$ cat config.mk
export PLATFORM = sky130hd
export DESIGN_NAME = iban_checksum_validator
export DESIGN_NICKNAME = d
export VERILOG_FILES = /design/src/hdl/ibanck_pkg.sv /design/src/hdl/ibanck_regs.sv /design/src/hdl/ibanck_front.sv /design/src/hdl/ibanck_fifo.sv /design/src/hdl/ibanck_back.sv /design/src/hdl/iban_checksum_validator.sv
export SDC_FILE = /design/constraint.sdc
export NUM_CORES = 1
export LEC_CHECK = 0
export ABC_AREA = 1
export BUFFER_PORTS_ARGS = -buffer_cell sky130_fd_sc_hd__buf_2
export CAP_MARGIN = 20
export CORE_MARGIN = 5
export CORE_UTILIZATION = 65
export DETAILED_ROUTE_END_ITERATION = 8
export PLACE_DENSITY_LB_ADDON = 0.1
export SLEW_MARGIN = 25
export SYNTH_ARGS = -nofsm -noshare
export SYNTH_HDL_FRONTEND = slang
export SYNTH_HIERARCHICAL = 1
export SYNTH_SLANG_ARGS = --single-unit
$ cat constraint.sdc
create_clock -name clk_i -period 14.1 [get_ports clk_i]
set_input_delay 2.82 -clock clk_i [delete_from_list [all_inputs] [get_ports clk_i]]
set_output_delay 2.82 -clock clk_i [all_outputs]
set_load 0.01 [all_outputs]
$ cat src/hdl/ibanck_pkg.sv
package ibanck_pkg;

  // Stream framing and arithmetic constants
  localparam int unsigned HeadChars = 4;
  localparam int unsigned Modulus   = 97;
  localparam int unsigned LenSat    = 35;
  localparam int unsigned MinReset  = 15;
  localparam int unsigned MaxReset  = 34;
  localparam int unsigned ExpW      = $clog2(2 * HeadChars + 1);
  localparam int unsigned ProdW     = 14;
  localparam int unsigned RecipSh   = 20;
  localparam int unsigned Recip     = ((2 ** RecipSh) + Modulus - 1) / Modulus;

  // Character codes
  localparam logic [7:0] ChSpace = 8'd32;
  localparam logic [7:0] ChTab   = 8'd9;
  localparam logic [7:0] ChCr    = 8'd13;
  localparam logic [7:0] ChDash  = 8'h2D;
  localparam logic [7:0] ChSlash = 8'h2F;
  localparam logic [7:0] ChZero  = 8'h30;
  localparam logic [7:0] ChNine  = 8'h39;
  localparam logic [7:0] ChUpA   = 8'h41;
  localparam logic [7:0] ChUpZ   = 8'h5A;
  localparam logic [7:0] ChLowA  = 8'h61;
  localparam logic [7:0] ChLowZ  = 8'h7A;
  localparam logic [7:0] CaseGap = 8'd32;
  localparam logic [7:0] LetterBase = 8'd10;

  // FIFO between front and back
  localparam int unsigned FifoDepth = 4;
  localparam int unsigned FifoPtrW  = $clog2(FifoDepth);
  localparam int unsigned FifoCntW  = $clog2(FifoDepth + 1);

  // Configuration port
  localparam int unsigned PaddrW   = 3;
  localparam int unsigned PdataW   = 32;
  localparam logic        RegMin   = 1'b0;
  localparam logic        RegMax   = 1'b1;

  typedef enum logic [2:0] {
    CauseOk       = 3'd0,
    CauseLength   = 3'd1,
    CauseCountry  = 3'd2,
    CauseIllegal  = 3'd3,
    CauseChecksum = 3'd4
  } cause_e;

  typedef struct packed {
    logic [7:0] char_code;
    logic       last;
  } in_t;

  typedef struct packed {
    logic       valid_res;
    cause_e     cause;
    logic [5:0] kept_length;
  } res_t;

  // Classified character as queued for the back end
  typedef struct packed {
    logic       kept;
    logic       legal;
    logic       letter;
    logic [5:0] value;
    logic       last;
  } cls_t;

  typedef struct packed {
    logic [5:0] min_length;
    logic [5:0] max_length;
  } cfg_t;

  typedef logic [6:0] mod_tab_t [Modulus];
  typedef logic [6:0] pow_tab_t [2 ** ExpW];

  function automatic mod_tab_t build_mul_tab(input int unsigned k);
    mod_tab_t t;
    for (int unsigned i = 0; i < Modulus; i++) begin
      t[i] = 7'((i * k) % Modulus);
    end
    return t;
  endfunction

  function automatic pow_tab_t build_pow_tab();
    pow_tab_t    t;
    int unsigned p;
    p = 1;
    for (int unsigned i = 0; i < 2 ** ExpW; i++) begin
      t[i] = 7'(p);
      p    = (p * 10) % Modulus;
    end
    return t;
  endfunction

  localparam mod_tab_t Mul10Tab  = build_mul_tab(10);
  localparam mod_tab_t Mul100Tab = build_mul_tab(100);
  localparam pow_tab_t Pow10Tab  = build_pow_tab();

  // Fold one character value into a remainder below the modulus
  function automatic logic [6:0] fold(input logic [6:0] rem, input logic [5:0] value,
                                      input logic letter);
    logic [6:0] t;
    logic [7:0] s;
    t = letter ? Mul100Tab[rem] : Mul10Tab[rem];
    s = {1'b0, t} + {2'b00, value};
    if (s >= 8'(Modulus)) begin
      s = s - 8'(Modulus);
    end
    return s[6:0];
  endfunction

endpackage

$ cat src/hdl/ibanck_regs.sv
module ibanck_regs (
  input  logic                          clk_i,
  input  logic                          rst_ni,
  input  logic                          psel,
  input  logic                          penable,
  input  logic                          pwrite,
  input  logic [ibanck_pkg::PaddrW-1:0] paddr,
  input  logic [ibanck_pkg::PdataW-1:0] pwdata,
  output logic [ibanck_pkg::PdataW-1:0] prdata,
  output logic                          pready,
  output ibanck_pkg::cfg_t              cfg_o
);

  logic [5:0] min_q, min_d;
  logic [5:0] max_q, max_d;
  logic       wr_en;

  assign pready = 1'b1;
  assign wr_en  = psel && penable && pwrite;

  // Decode register writes
  always_comb begin
    min_d = min_q;
    max_d = max_q;
    if (wr_en) begin
      case (paddr[2])
        ibanck_pkg::RegMin: min_d = pwdata[5:0];
        ibanck_pkg::RegMax: max_d = pwdata[5:0];
        default: ;
      endcase
    end
  end

  always_ff @(posedge clk_i or negedge rst_ni) begin
    if (!rst_ni) begin
      min_q <= 6'(ibanck_pkg::MinReset);
      max_q <= 6'(ibanck_pkg::MaxReset);
    end else begin
      min_q <= min_d;
      max_q <= max_d;
    end
  end

  // Return the addressed register
  always_comb begin
    case (paddr[2])
      ibanck_pkg::RegMin: prdata = {{(ibanck_pkg::PdataW - 6){1'b0}}, min_q};
      ibanck_pkg::RegMax: prdata = {{(ibanck_pkg::PdataW - 6){1'b0}}, max_q};
      default:            prdata = '0;
    endcase
  end

  assign cfg_o.min_length = min_q;
  assign cfg_o.max_length = max_q;

endmodule

$ cat src/hdl/ibanck_front.sv
module ibanck_front (
  input  logic              in_valid_i,
  output logic              in_ready_o,
  input  ibanck_pkg::in_t   in_data_i,
  output logic              push_o,
  output ibanck_pkg::cls_t  push_data_o,
  input  logic              full_i
);

  logic [7:0] c;
  logic [7:0] up;
  logic       drop;
  logic       digit;
  logic       letter;

  assign c = in_data_i.char_code;

  // Classify the raw byte
  always_comb begin
    drop   = (c == ibanck_pkg::ChSpace) || (c == ibanck_pkg::ChDash) ||
             (c == ibanck_pkg::ChSlash) ||
             ((c >= ibanck_pkg::ChTab) && (c <= ibanck_pkg::ChCr));
    up     = ((c >= ibanck_pkg::ChLowA) && (c <= ibanck_pkg::ChLowZ)) ?
             (c - ibanck_pkg::CaseGap) : c;
    digit  = (up >= ibanck_pkg::ChZero) && (up <= ibanck_pkg::ChNine);
    letter = (up >= ibanck_pkg::ChUpA) && (up <= ibanck_pkg::ChUpZ);

    push_data_o.kept   = !drop;
    push_data_o.legal  = digit || letter;
    push_data_o.letter = letter;
    push_data_o.last   = in_data_i.last;
    if (digit) begin
      push_data_o.value = 6'(up - ibanck_pkg::ChZero);
    end else if (letter) begin
      push_data_o.value = 6'(up - ibanck_pkg::ChUpA + ibanck_pkg::LetterBase);
    end else begin
      push_data_o.value = '0;
    end
  end

  // Queue kept characters and every end of string; drop the rest here
  assign in_ready_o = !full_i;
  assign push_o     = in_valid_i && !full_i && (!drop || in_data_i.last);

endmodule

$ cat src/hdl/ibanck_fifo.sv
module ibanck_fifo (
  input  logic              clk_i,
  input  logic              rst_ni,
  input  logic              push_i,
  input  ibanck_pkg::cls_t  push_data_i,
  output logic              full_o,
  output logic              pop_valid_o,
  input  logic              pop_i,
  output ibanck_pkg::cls_t  pop_data_o
);

  ibanck_pkg::cls_t                    mem_q [ibanck_pkg::FifoDepth];
  logic [ibanck_pkg::FifoPtrW-1:0]     wr_q, wr_d;
  logic [ibanck_pkg::FifoPtrW-1:0]     rd_q, rd_d;
  logic [ibanck_pkg::FifoCntW-1:0]     cnt_q, cnt_d;
  logic                                do_pop;

  assign full_o      = (cnt_q == ibanck_pkg::FifoCntW'(ibanck_pkg::FifoDepth));
  assign pop_valid_o = (cnt_q != '0);
  assign do_pop      = pop_i && pop_valid_o;
  assign pop_data_o  = mem_q[rd_q];

  // Advance pointers and occupancy
  always_comb begin
    wr_d  = push_i ? wr_q + 1'b1 : wr_q;
    rd_d  = do_pop ? rd_q + 1'b1 : rd_q;
    cnt_d = cnt_q;
    if (push_i && !do_pop) begin
      cnt_d = cnt_q + 1'b1;
    end else if (!push_i && do_pop) begin
      cnt_d = cnt_q - 1'b1;
    end
  end

  always_ff @(posedge clk_i or negedge rst_ni) begin
    if (!rst_ni) begin
      wr_q  <= '0;
      rd_q  <= '0;
      cnt_q <= '0;
    end else begin
      wr_q  <= wr_d;
      rd_q  <= rd_d;
      cnt_q <= cnt_d;
    end
  end

  // Hold queued entries
  always_ff @(posedge clk_i) begin
    if (push_i) begin
      mem_q[wr_q] <= push_data_i;
    end
  end

endmodule

$ cat src/hdl/ibanck_back.sv
module ibanck_back (
  input  logic              clk_i,
  input  logic              rst_ni,
  input  ibanck_pkg::cfg_t  cfg_i,
  input  logic              pop_valid_i,
  input  ibanck_pkg::cls_t  pop_data_i,
  output logic              pop_o,
  output logic              out_valid_o,
  input  logic              out_ready_i,
  output ibanck_pkg::res_t  out_data_o
);

  typedef struct packed {
    logic [6:0]                   rem;
    logic [6:0]                   hacc;
    logic [ibanck_pkg::ExpW-1:0]  shift;
    logic [5:0]                   cnt;
    logic                         illegal;
    logic                         country;
  } snap_t;

  typedef struct packed {
    logic [ibanck_pkg::ProdW-1:0] x;
    logic [5:0]                   cnt;
    logic                         illegal;
    logic                         country;
  } prod_t;

  // Per-string running state
  logic [5:0]                  cnt_q, cnt_d;
  logic [6:0]                  rem_q, rem_d;
  logic [6:0]                  hacc_q, hacc_d;
  logic [ibanck_pkg::ExpW-1:0] shift_q, shift_d;
  logic                        ill_q, ill_d;
  logic                        ctry_q, ctry_d;

  logic                        snap_valid_q, prod_valid_q, out_valid_q;
  snap_t                       snap_q, snap_d;
  prod_t                       prod_q, prod_d;
  ibanck_pkg::res_t            out_q, out_d;

  logic                        out_free, prod_adv, prod_free, snap_adv, snap_free;
  logic                        take_last;

  logic [2*ibanck_pkg::ProdW-1:0] recip_prod;
  logic [6:0]                     quo;
  logic [ibanck_pkg::ProdW-1:0]   rmd;
  logic [6:0]                     rem_fin;
  logic                           len_bad;

  // Pipeline flow control
  assign out_free  = !out_valid_q || out_ready_i;
  assign prod_adv  = prod_valid_q && out_free;
  assign prod_free = !prod_valid_q || prod_adv;
  assign snap_adv  = snap_valid_q && prod_free;
  assign snap_free = !snap_valid_q || snap_adv;
  assign pop_o     = pop_valid_i && (!pop_data_i.last || snap_free);
  assign take_last = pop_o && pop_data_i.last;

  // Update the running state with one character
  always_comb begin
    cnt_d   = cnt_q;
    rem_d   = rem_q;
    hacc_d  = hacc_q;
    shift_d = shift_q;
    ill_d   = ill_q;
    ctry_d  = ctry_q;
    if (pop_o && pop_data_i.kept) begin
      if (!pop_data_i.legal) begin
        ill_d = 1'b1;
      end
      if ((cnt_q < 6'd2) && !pop_data_i.letter) begin
        ctry_d = 1'b1;
      end
      if (cnt_q < 6'(ibanck_pkg::HeadChars)) begin
        hacc_d  = ibanck_pkg::fold(hacc_q, pop_data_i.value, pop_data_i.letter);
        shift_d = shift_q + (pop_data_i.letter ? ibanck_pkg::ExpW'(2) : ibanck_pkg::ExpW'(1));
      end else if (pop_data_i.legal) begin
        rem_d = ibanck_pkg::fold(rem_q, pop_data_i.value, pop_data_i.letter);
      end
      if (cnt_q < 6'(ibanck_pkg::LenSat)) begin
        cnt_d = cnt_q + 6'd1;
      end
    end

    snap_d.rem     = rem_d;
    snap_d.hacc    = hacc_d;
    snap_d.shift   = shift_d;
    snap_d.cnt     = cnt_d;
    snap_d.illegal = ill_d;
    snap_d.country = ctry_d;

    // Clear for the next string
    if (take_last) begin
      cnt_d   = '0;
      rem_d   = '0;
      hacc_d  = '0;
      shift_d = '0;
      ill_d   = 1'b0;
      ctry_d  = 1'b0;
    end
  end

  // Shift the body remainder past the head and add the head's share
  always_comb begin
    prod_d.x       = ibanck_pkg::ProdW'(snap_q.rem * ibanck_pkg::Pow10Tab[snap_q.shift]) +
                     ibanck_pkg::ProdW'(snap_q.hacc);
    prod_d.cnt     = snap_q.cnt;
    prod_d.illegal = snap_q.illegal;
    prod_d.country = snap_q.country;
  end

  // Reduce modulo 97 by reciprocal and give the verdict
  always_comb begin
    recip_prod = (2*ibanck_pkg::ProdW)'(prod_q.x) * (2*ibanck_pkg::ProdW)'(ibanck_pkg::Recip);
    quo        = recip_prod[ibanck_pkg::RecipSh +: 7];
    rmd        = prod_q.x - ibanck_pkg::ProdW'(quo) * ibanck_pkg::ProdW'(ibanck_pkg::Modulus);
    rem_fin    = rmd[6:0];
    len_bad    = (prod_q.cnt < cfg_i.min_length) || (prod_q.cnt > cfg_i.max_length);

    if (len_bad) begin
      out_d.cause = ibanck_pkg::CauseLength;
    end else if (prod_q.country || (prod_q.cnt < 6'd2)) begin
      out_d.cause = ibanck_pkg::CauseCountry;
    end else if (prod_q.illegal) begin
      out_d.cause = ibanck_pkg::CauseIllegal;
    end else if (rem_fin != 7'd1) begin
      out_d.cause = ibanck_pkg::CauseChecksum;
    end else begin
      out_d.cause = ibanck_pkg::CauseOk;
    end
    out_d.valid_res   = (out_d.cause == ibanck_pkg::CauseOk);
    out_d.kept_length = prod_q.cnt;
  end

  always_ff @(posedge clk_i or negedge rst_ni) begin
    if (!rst_ni) begin
      cnt_q        <= '0;
      rem_q        <= '0;
      hacc_q       <= '0;
      shift_q      <= '0;
      ill_q        <= 1'b0;
      ctry_q       <= 1'b0;
      snap_valid_q <= 1'b0;
      prod_valid_q <= 1'b0;
      out_valid_q  <= 1'b0;
    end else begin
      cnt_q   <= cnt_d;
      rem_q   <= rem_d;
      hacc_q  <= hacc_d;
      shift_q <= shift_d;
      ill_q   <= ill_d;
      ctry_q  <= ctry_d;
      if (snap_free) begin
        snap_valid_q <= take_last;
      end
      if (prod_free) begin
        prod_valid_q <= snap_valid_q;
      end
      if (out_free) begin
        out_valid_q <= prod_valid_q;
      end
    end
  end

  // Advance payload stages
  always_ff @(posedge clk_i) begin
    if (take_last) begin
      snap_q <= snap_d;
    end
    if (snap_adv) begin
      prod_q <= prod_d;
    end
    if (prod_adv) begin
      out_q <= out_d;
    end
  end

  assign out_valid_o = out_valid_q;
  assign out_data_o  = out_q;

endmodule

$ cat src/hdl/iban_checksum_validator.sv
// Streaming account-number (IBAN) mod-97 checker.
// Input channel: one raw byte per transaction (char_code, last) on valid/ready.
// Spaces, whitespace controls, '-' and '/' are dropped; letters are uppercased.
// Output channel: one verdict per string (valid_res, cause, kept_length),
// produced for the transaction that carries last.
// Throughput: one byte per cycle while the queue has room, set by the per-byte
// remainder step, which is a table lookup and one compare-subtract.
// Path: the last byte passes through the four-entry queue, the snapshot stage
// and the multiply stage, and the verdict is registered in the output register.
// Stall: while the receiver holds off, the verdict waits in the output
// register; bytes are still taken until the queue fills, then ready drops.
// Reset clears the queue, the pipeline and the per-string state, and sets
// min_length to 15 and max_length to 34. Registers sit on the APB port at
// byte addresses 0 (min_length) and 4 (max_length); write them only when idle.
module iban_checksum_validator (
  input  logic                          clk_i,
  input  logic                          rst_ni,
  input  logic                          in_valid_i,
  output logic                          in_ready_o,
  input  ibanck_pkg::in_t               in_data_i,
  output logic                          out_valid_o,
  input  logic                          out_ready_i,
  output ibanck_pkg::res_t              out_data_o,
  input  logic                          psel,
  input  logic                          penable,
  input  logic                          pwrite,
  input  logic [ibanck_pkg::PaddrW-1:0] paddr,
  input  logic [ibanck_pkg::PdataW-1:0] pwdata,
  output logic [ibanck_pkg::PdataW-1:0] prdata,
  output logic                          pready
);

  ibanck_pkg::cfg_t cfg;
  ibanck_pkg::cls_t push_data;
  ibanck_pkg::cls_t pop_data;
  logic             push;
  logic             full;
  logic             pop_valid;
  logic             pop;

  ibanck_regs u_regs (
    .clk_i   (clk_i),
    .rst_ni  (rst_ni),
    .psel    (psel),
    .penable (penable),
    .pwrite  (pwrite),
    .paddr   (paddr),
    .pwdata  (pwdata),
    .prdata  (prdata),
    .pready  (pready),
    .cfg_o   (cfg)
  );

  ibanck_front u_front (
    .in_valid_i  (in_valid_i),
    .in_ready_o  (in_ready_o),
    .in_data_i   (in_data_i),
    .push_o      (push),
    .push_data_o (push_data),
    .full_i      (full)
  );

  ibanck_fifo u_fifo (
    .clk_i       (clk_i),
    .rst_ni      (rst_ni),
    .push_i      (push),
    .push_data_i (push_data),
    .full_o      (full),
    .pop_valid_o (pop_valid),
    .pop_i       (pop),
    .pop_data_o  (pop_data)
  );

  ibanck_back u_back (
    .clk_i       (clk_i),
    .rst_ni      (rst_ni),
    .cfg_i       (cfg),
    .pop_valid_i (pop_valid),
    .pop_data_i  (pop_data),
    .pop_o       (pop),
    .out_valid_o (out_valid_o),
    .out_ready_i (out_ready_i),
    .out_data_o  (out_data_o)
  );

endmodule

# Word level (Yosys, flattened, before mapping)
# Memories as Yosys holds them, arrays and structs flattened.
# Cells that the tools add are included.
totals:
  reg_bits: 106
  ram_bits: 40
  romBits: 3696
  in_bits: 51
  wordCells: 168
  memories: 6
mem_list:
  columns: ["name", "depth", "width", "read_ports", "rd_ports_with_merged_regs", "wr", "line_no", "rtl"]
  rows:
  - ["(no name shown)", 128, 7, 1, 0, 0, "ibanck_pkg.sv:104", "t = letter ? Mul100Tab[rem] : Mul10Tab[rem];"]
  - ["(no name shown)", 128, 7, 1, 0, 0, "ibanck_pkg.sv:104", null]
  - ["(no name shown)", 128, 7, 1, 0, 0, "ibanck_pkg.sv:104", null]
  - ["(no name shown)", 128, 7, 1, 0, 0, "ibanck_pkg.sv:104", null]
  - ["(no name shown)", 16, 7, 1, 0, 0, "ibanck_back.sv:106", "prod_d.x = ibanck_pkg::ProdW'(snap_q.rem * ibanck_pkg::Pow10Tab[snap_q.shift]) +"]
  - ["u_fifo.mem_q", 4, 10, 1, 0, 1, "ibanck_fifo.sv:12", "ibanck_pkg::cls_t mem_q [ibanck_pkg::FifoDepth];"]
op_classes:
  n_addsub: 16
  n_mul: 3
  order_cmp: 19
  eq_ne: 5
  muxes: 46
  bitwise_logic: 4
  reduce_logical: 42
ops:
  columns: ["op", "n"]
  rows:
  - ["$mux 7", 21]
  - ["$pmux 32 s2", 1]
  - ["$ge 8x7->1 const B", 4]
  - ["$mux 6", 5]
  - ["$mul 14x14->27 const B", 1]
  - ["$eq 8x6->1 const B", 3]
  - ["$mux 3", 6]
  - ["$logic_and 1x1->1", 17]
  - ["$add 7x6->8", 2]
  - ["$ge 8x8->1 const B", 2]
  - ["$le 8x7->1 const B", 2]
  - ["$not 7->8", 2]
  - ["$add 14x7->14", 1]
  - ["$mul 7x7->14", 1]
  - ["$sub 7x7->7 const B", 2]
  - ["$lt 6x2->1 const B", 2]
  - ["$mux 4", 3]
  - ["$logic_or 1x1->1", 11]
  - ["$logic_not 1->1", 9]
  - ["$ge 8x4->1 const B", 1]
  - ["$ge 8x6->1 const B", 1]
  - ["$le 8x4->1 const B", 1]
  - ["$le 8x6->1 const B", 1]
  - ["$mux 1", 8]
  - ["other kinds (26)", 28]

# Logic depth before layout (Yosys ltp)
# Gate-level depths: netlist of run 1.
depth:
  word_depth: 12
  depth_mapped: 38
  ltp_nobuf: 38

# Cells and area by module
# The synthesis of run 1 kept the hierarchy.
by_module_without_submodules:
  columns: ["module", "instances", "cells_each", "area_each_um2", "seq_area_each_um2"]
  rows:
  - ["ibanck_back", 1, 1659, 12972.4, 2467.4]
  - ["ibanck_fifo", 1, 172, 2043.2, 1376.3]
  - ["ibanck_regs", 1, 104, 787.0, 307.8]
  - ["ibanck_front", 1, 111, 589.3, 0.0]

# Worst setup path before layout of run 1
# No wires, ideal clock.
synth_timing:
  path_type: "flip-flop to flip-flop"
  start: "reg u_back/prod_q[14] (netlist name)"
  end: "reg u_back.out_q (netlist bit u_back/out_data_o[8]) (data pin)"
  setup_ns: 0.249
  arrival_time_ns: 6.584
  required_time_ns: 13.851
  path_slack_ns: 7.267
  path_stages_with_launch: 35
  n_path_buf: 0
  period_less_slack_ns: 6.833
  cell_sequence: "edfxtp_1 ha_1 fa_1 fa_1 inv_1 fa_1 inv_1 fa_1 ha_1 ha_1 nand2_1 nor2_1 inv_1 or2_2 nand2_1 a21oi_1 nand2_1 nand2_1 nand2_1 ha_1 xnor2_1 xor2_1 fa_1 inv_1 fa_1 nand2_1 nand3_1 a21oi_1 xor2_1 nand3b_1 nand2_1 nand3_1 nand3_1 nand2_1 inv_1"
synth_rtl:
  columns: ["element", "line_no", "rtl"]
  rows:
  - ["from (decl)", "ibanck_back.sv:39", "prod_t prod_q, prod_d;"]
  - ["from (signal assigned)", "ibanck_back.sv:172", "prod_q <= prod_d;"]
  - ["to (signal assigned)", "ibanck_back.sv:175", "out_q <= out_d;"]
  - ["to (decl)", "ibanck_back.sv:40", "ibanck_pkg::res_t out_q, out_d;"]

==> flow_summary.json, run 1 <==
{
  "fin_setup_tns_ps": 0,
  "grt_max_degree": 52,
  "status": "completed",
  "yosys.area_share.simple_pct": 20.51,
  "syn_to_final_growth_pct": 5.038,
  "muxShareOfSynthArea_pct": 0,
  "post_cts_buffers": 0,
  "chipWidth_um": 168.8,
  "vias": 13520,
  "grt_pass1_wl_um": 62880,
  "synth-compound-area-share_pct": 10.51,
  "crit_buf_inv": 5,
  "initial_core_util_pct": 65.47,
  "hold_viol": 0,
  "drt_iter0_drc": 896,
  "synth.area.top_cells": "edfxtp_1 18%, ha_1 17%, fa_1 11%",
  "coreArea_sq_mm": 0.02504,
  "crit_top_cell": "nand2_1",
  "ff2ff_path_depth": 34,
  "timing.rr.end": "u_back/out_data_o[8]",
  "synth_top_family_by_area": "adder cells",
  "synth_top_area_cell": "edfxtp_1",
  "cp_data_arrival_time_ps": 7900,
  "maxCapViolations": 0,
  "synth_edf_count": 98,
  "wl_per_cell_um": 15.33,
  "netlist_instances": 2046,
  "insertion_delay_ps": 420,
  "antenna_cells": 0,
  "drt_wl_total_um": 36850,
  "grt-ovfl-total": 0,
  "grt.total_usage_pct": 26.61,
  "clk_pin_slew_ps": 70,
  "timing.fmax_mhz": 129.7,
  "cp.required_ps": 14290,
  "synthesis.area_sq_mm": 0.01639,
  "cp_top_family": "adder cells",
  "ys_seq_area_share_pct": 25.33,
  "synth-seq-cells": 146,
  "die_h_um": 168.8,
  "clockRootBuffer": "clkbuf_16",
  "r2r-start": "u_back/prod_q[14]",
  "worst_pin_slew_ps": 1043,
  "critPathMaxFanout": 9,
  "final_area_sq_mm": 0.01722,
  "clockBufferDepth": 2,
  "synth_flop_cell": "edfxtp_1",
  "post-dp-hpwl_um": 28560,
  "slowest_stage": "edfxtp_1",
  "tritoncts": "yes",
  "firstDrtPassIters": 5,
  "end_kind": "flop",
  "final_common_cell": "nand2_1",
  "reg2reg_slack_ps": 6390,
  "dpl_cell_area_sq_mm": 0.01664,
  "holdBufCountCts": 0,
  "rsz0062_at_grt": "no",
  "slew_headroom_pct": 30.24,
  "setup_viol_count_final": 0,
  "port_buffers": 40,
  "ys_warn_count": 6,
  "cts_resized": 0,
  "final_cell_mix": "428 x nand2_1, 382 x inv_1, 226 x ha_1, 153 x nor2_1, 117 x nand3_1",
  "synthArstFlopShare_pct": 32.88,
  "cts_htree_levels": 4,
  "min_to": "u_back/out_d[1]",
  "hold_depth": 0,
  "placed_cells": 2371,
  "place_congestion": 0.9148,
  "fin_cells": 2403,
  "nets": 2431,
  "avgViaCountPerCell": 5.624,
  "num_io_pins": 96,
  "syn_area_per_cell_sq_um": 8.012,
  "period_share_pct": 54.70,
  "start_kind": "flop",
  "min_path_type": "reg -> reg",
  "numClockSinks": 146,
  "critPathMaxStageDelay_ps": 760,
  "synth.top_cell.area_share_pct": 17.95,
  "finalClockSkew_ps": 9.227,
  "placementRows": 58,
  "ant_nets": 0,
  "drv_slew": 0,
  "hold_start": "u_back/prod_d[3]",
  "synthAdderAreaFrac_pct": 28.73,
  "die_area_sq_mm": 0.02850,
  "numCtsBuffers": 17,
  "drc": 0,
  "drive_above_1_share_pct": 6.561,
  "first_global_vias": 13360,
  "synthXorXnorAreaFrac_pct": 2.862,
  "crit_type": "reg -> reg",
  "antenna_found_initial": 0,
  "final.min_clock_period_ps": 7713,
  "ys_types": 68
}
## metrics by stage
step | hold slack (ps) | util [%] | setup slack, ps
floorplan | 400.3 | - | 7267
detailed placement | 405.7 | 66.48 | 6346
global route | 429.2 | 68.77 | 5878
CTS | 421.3 | 68.77 | 6338
finish | 418.4 | 68.77 | 6387
global placement | 401.6 | 66.48 | 6479
## registers in the layout, indices dropped and copies added, names as in the netlist, 7 cells and up
register,count
u_back/hacc_q,7
u_back/out_data_o,10
u_back/prod_d,8
u_back/prod_q,16
u_back/rem_q,7
u_back/snap_q,18
u_fifo/mem_q,40
## how the worst max path moves through the flow
stage	start	end	slack (ps)	depth (start not counted)
final	u_back/prod_q[14]	u_back/out_data_o[8]	6390	34
after global routing	u_back/prod_q[14]	u_back/out_data_o[8]	5880	34
after CTS	u_back/prod_q[14]	u_back/out_data_o[8]	6340	34
after detailed placement	u_back/prod_q[14]	u_back/out_data_o[8]	6350	34
after global placement	u_back/prod_q[14]	u_back/out_data_o[8]	6480	34
after floorplan	u_back/prod_q[14]	u_back/out_data_o[8]	7270	34
## layer usage
| layer | wire, um | vias to the layer above | GRT usage, % | part of all wire, % |
|---|---|---|---|---|
| met5 | 0 | - | 0 | 0 |
| met4 | 809 | 0 | 7.516 | 2.2 |
| met3 | 2249 | 69 | 3.596 | 6.1 |
| met2 | 17490 | 463 | 44.82 | 47 |
| met1 | 16290 | 6349 | 36.27 | 44 |
| li1 | - | 6634 | - | - |
## kinds of logic (layout without fill, tap and decap cells)
family / after synthesis / after routing
AND/OR/NAND/NOR: 781 / 781
buffers and inverters: 468 / 470
adder cells (fa/ha/maj): 320 / 320
AO/OA/AOI/OAI: 278 / 278
flip-flops: 146 / 146
XOR/XNOR: 51 / 51
other: 2 / 27
## synthesized netlist by cell type (3+ instances only)
library cell	number
o22ai_1	7
edfxtp_1	98
a221oi_1	4
nand3_1	117
a31oi_1	8
o21ai_1	7
a211oi_1	4
a22oi_1	3
xor2_1	34
xnor2_1	14
o21ai_2	5
o21bai_1	5
o211ai_1	36
buf_2	9
buf_1	4
o31ai_1	5
buf_4	33
clkbuf_1	18
nor3_1	12
nand2_2	13
or2_2	7
buf_6	8
a311oi_1	3
nand3_2	7
ha_1	226
o2111ai_1	8
dfrtp_1	42
a21o_1	5
nor2_1	153
inv_1	382
clkinv_1	4
dfstp_2	6
nor4_1	6
nand2_1	428
o21ai_0	70
nand4_1	19
fa_1	94
nand3b_1	5
inv_2	6
nor2_4	3
a21oi_1	87
o221ai_1	6
## area by class of cell
| cell class | instances | area, sq um |
|---|---|---|
| Fill cell | 2091 | 7819 |
| Inverter | 394 | 1485 |
| Tap cell | 330 | 412.9 |
| Clock inverter | 15 | 147.6 |
| Sequential cell | 146 | 4151 |
| Clock buffer | 17 | 425.4 |
| Timing Repair Buffer | 44 | 230.2 |
| Multi-Input combinational cell | 1457 | 10360 |
Power of run 1 is not shown: default switching activity piles up to over one toggle a cycle in this logic, so the estimate is an artifact.
==> inputs of run 2 (changes only) <==
--- a/config.mk
+++ b/config.mk
@@ -9,7 +9,7 @@
 export BUFFER_PORTS_ARGS = -buffer_cell sky130_fd_sc_hd__buf_2
 export CAP_MARGIN = 20
 export CORE_MARGIN = 5
-export CORE_UTILIZATION = 65
+export CORE_UTILIZATION = 57
 export DETAILED_ROUTE_END_ITERATION = 8
 export PLACE_DENSITY_LB_ADDON = 0.1
 export SLEW_MARGIN = 25
==> constraint.sdc (replaced) <==
create_clock -name clk_i -period 6.4 [get_ports clk_i]
set_input_delay 1.28 -clock clk_i [delete_from_list [all_inputs] [get_ports clk_i]]
set_output_delay 1.28 -clock clk_i [all_outputs]
set_load 0.01 [all_outputs]
==> run 2 against run 1 <==
Largest cell class unchanged. Critical endpoint unchanged. Critical path depth up 2. Via count up 0.94%. Wire length up 2.6%. The flow now finishes with violations (negative setup slack). Hold slack worse by 0.59 ps. Design area up 6.6%. Utilization down 4.4 points.
==> flow_summary.json, run 2 (same netlist as run 1, synthesis figures left out) <==
{
  "final.min_clock_period_ps": 6787,
  "ant_nets": 0,
  "crit_buf_inv": 11,
  "firstDrtPassIters": 5,
  "period_share_pct": 106.1,
  "rsz0062_at_grt": "yes",
  "num_io_pins": 96,
  "die_area_sq_mm": 0.03225,
  "grt_max_degree": 52,
  "place_congestion": 0.9464,
  "syn_to_final_growth_pct": 12.02,
  "placementRows": 62,
  "drt_iter0_drc": 750,
  "seqCellArea_sq_mm": 0.004151,
  "critPathMaxFanout": 3,
  "r2r-start": "u_back/prod_q[15]",
  "n_fill_cell": 2530,
  "first_global_vias": 13680,
  "finalClockSkew_ps": 14.35,
  "die_h_um": 179.6,
  "reg_top3": "u_fifo/mem_q x40, u_back/snap_q x18, u_back/prod_q x16",
  "clk_pin_slew_ps": 70,
  "final_area_sq_mm": 0.01836,
  "insertion_delay_ps": 430,
  "end_kind": "flop",
  "numCtsBuffers": 17,
  "crit_path_end": "u_back/out_data_o[8]",
  "maxCapViolations": 0,
  "slew_headroom_pct": 33.90,
  "grt_pass1_wl_um": 64320,
  "worst-path-stages": 36,
  "numClockSinks": 146,
  "antenna_cells": 0,
  "post-dp-hpwl_um": 29630,
  "hold-worst-slack_ps": 417.8,
  "drc": 0,
  "drive_above_1_share_pct": 12.87,
  "grt-ovfl-total": 0,
  "wl_per_cell_um": 14.91,
  "nets": 2510,
  "dpl_cell_area_sq_mm": 0.01740,
  "grt.total_usage_pct": 23.44,
  "final_cell_mix": "418 x nand2_1, 376 x inv_1, 200 x ha_1, 149 x nor2_1, 113 x nand3_1",
  "cp.required_ps": 6580,
  "drv_slew": 0,
  "fin_setup_tns_ps": -733.0,
  "cp_data_arrival_time_ps": 6960,
  "final_core_util_pct": 64.32,
  "coreArea_sq_mm": 0.02855,
  "crit_top_cell": "inv_1",
  "initial_core_util_pct": 57.42,
  "hold_viol": 0,
  "port_buffers": 40,
  "top_register": "u_fifo/mem_q",
  "chipWidth_um": 179.6,
  "clockRootBuffer": "clkbuf_16",
  "hold_depth": 0,
  "drt_wl_total_um": 37810,
  "status": "complete, but fails checks",
  "start_kind": "flop",
  "ff2ff_path_depth": 36,
  "largest_register_ffs": 40,
  "startpoint": "u_back/prod_q[15]",
  "crit_type": "reg -> reg",
  "timing.fmax_mhz": 147.3,
  "reg2reg_slack_ps": -390,
  "setup_viol_count_final": 2,
  "cts_htree_levels": 4,
  "timing.rr.end": "u_back/out_data_o[8]",
  "fin_ws_ps": -387.4,
  "critPathMaxStageDelay_ps": 500,
  "antenna_found_initial": 0,
  "multi_input_area_sq_mm": 0.01079,
  "cp_top_family": "adder cells",
  "worst_pin_slew_ps": 990.4,
  "vias": 13640,
  "clockBufferDepth": 2,
  "avgViaCountPerCell": 5.379,
  "violations": "negative setup slack",
  "final_common_cell": "nand2_1",
  "tritoncts": "yes",
  "min_path_type": "reg -> reg",
  "slowest_stage": "fa_1"
}
[run 2: cell types whose count changed in the layout (fill, tap and decap cells not counted), moves of 6 or more]
cell | before | now
buf_4 | 4 | 74
buf_6 | 0 | 9
ha_1 | 226 | 200
ha_4 | 0 | 26
inv_1 | 382 | 376
inv_2 | 6 | 12
nand2_1 | 428 | 418
nand2_2 | 13 | 23
[run 2: per-stage QoR]
| stage | cells | worst slack, ps |
|---|---|---|
| 6_report | 2536 | -387.4 |
| 5_1_grt | 2536 | -643.9 |
| 4_1_cts | 2534 | -409.0 |
| 3_5_place_dp | 2487 | -680.0 |
| 3_3_place_gp | 2487 | -574.0 |
| 2_1_floorplan | 2071 | -95.34 |
[run 2: final cells by class]
| cell class | instances | area share [%] |
|---|---|---|
| Timing Repair Buffer | 123 | 4.667 |
| Inverter | 394 | 8.088 |
| Sequential cell | 146 | 22.61 |
| Clock buffer | 17 | 2.317 |
| Tap cell | 384 | 2.617 |
| Multi-Input combinational cell | 1457 | 58.76 |
| Clock inverter | 15 | 0.9471 |
[run 2: worst register-to-register path, delay by kind of cell, from the launching register on]
family | cells | cell delay [ps]
simple gates | 8 | 780
xor+xnor | 2 | 400
compound gates | 4 | 480
fa+ha+maj | 11 | 3740
buf+inv | 11 | 730
flops | 1 | 450
[run 2: repair_timing]
action,CTS,global route
gates resized for setup,19,22
hold buffers,0,0
gates cloned,0,0
endpoints found under the hold margin,0,0
setup endpoints to repair,2,2
pin swaps,26,5
buffers inserted,15,2
[run 2: how the worst min path moves through the flow]
stage,start,end,slack [ps]
CTS,u_back/prod_d[5],u_back/out_d[3],420
floorplan,u_back/prod_d[2],u_back/out_d[0],400
finish,u_back/prod_d[5],u_back/out_d[3],420
global placement,u_back/prod_d[5],u_back/out_d[3],400
detailed placement,u_back/prod_d[2],u_back/out_d[0],400
global route,u_back/prod_d[2],u_back/out_d[0],420
[run 2: per-layer routing]
metal | track usage [%] | wire length, um
met1 | 29.91 | 16270
met4 | 8.138 | 1060
met5 | 0 | 0
met3 | 2.344 | 1692
met2 | 41.67 | 18790
Power of run 2 is left out for the same reason.
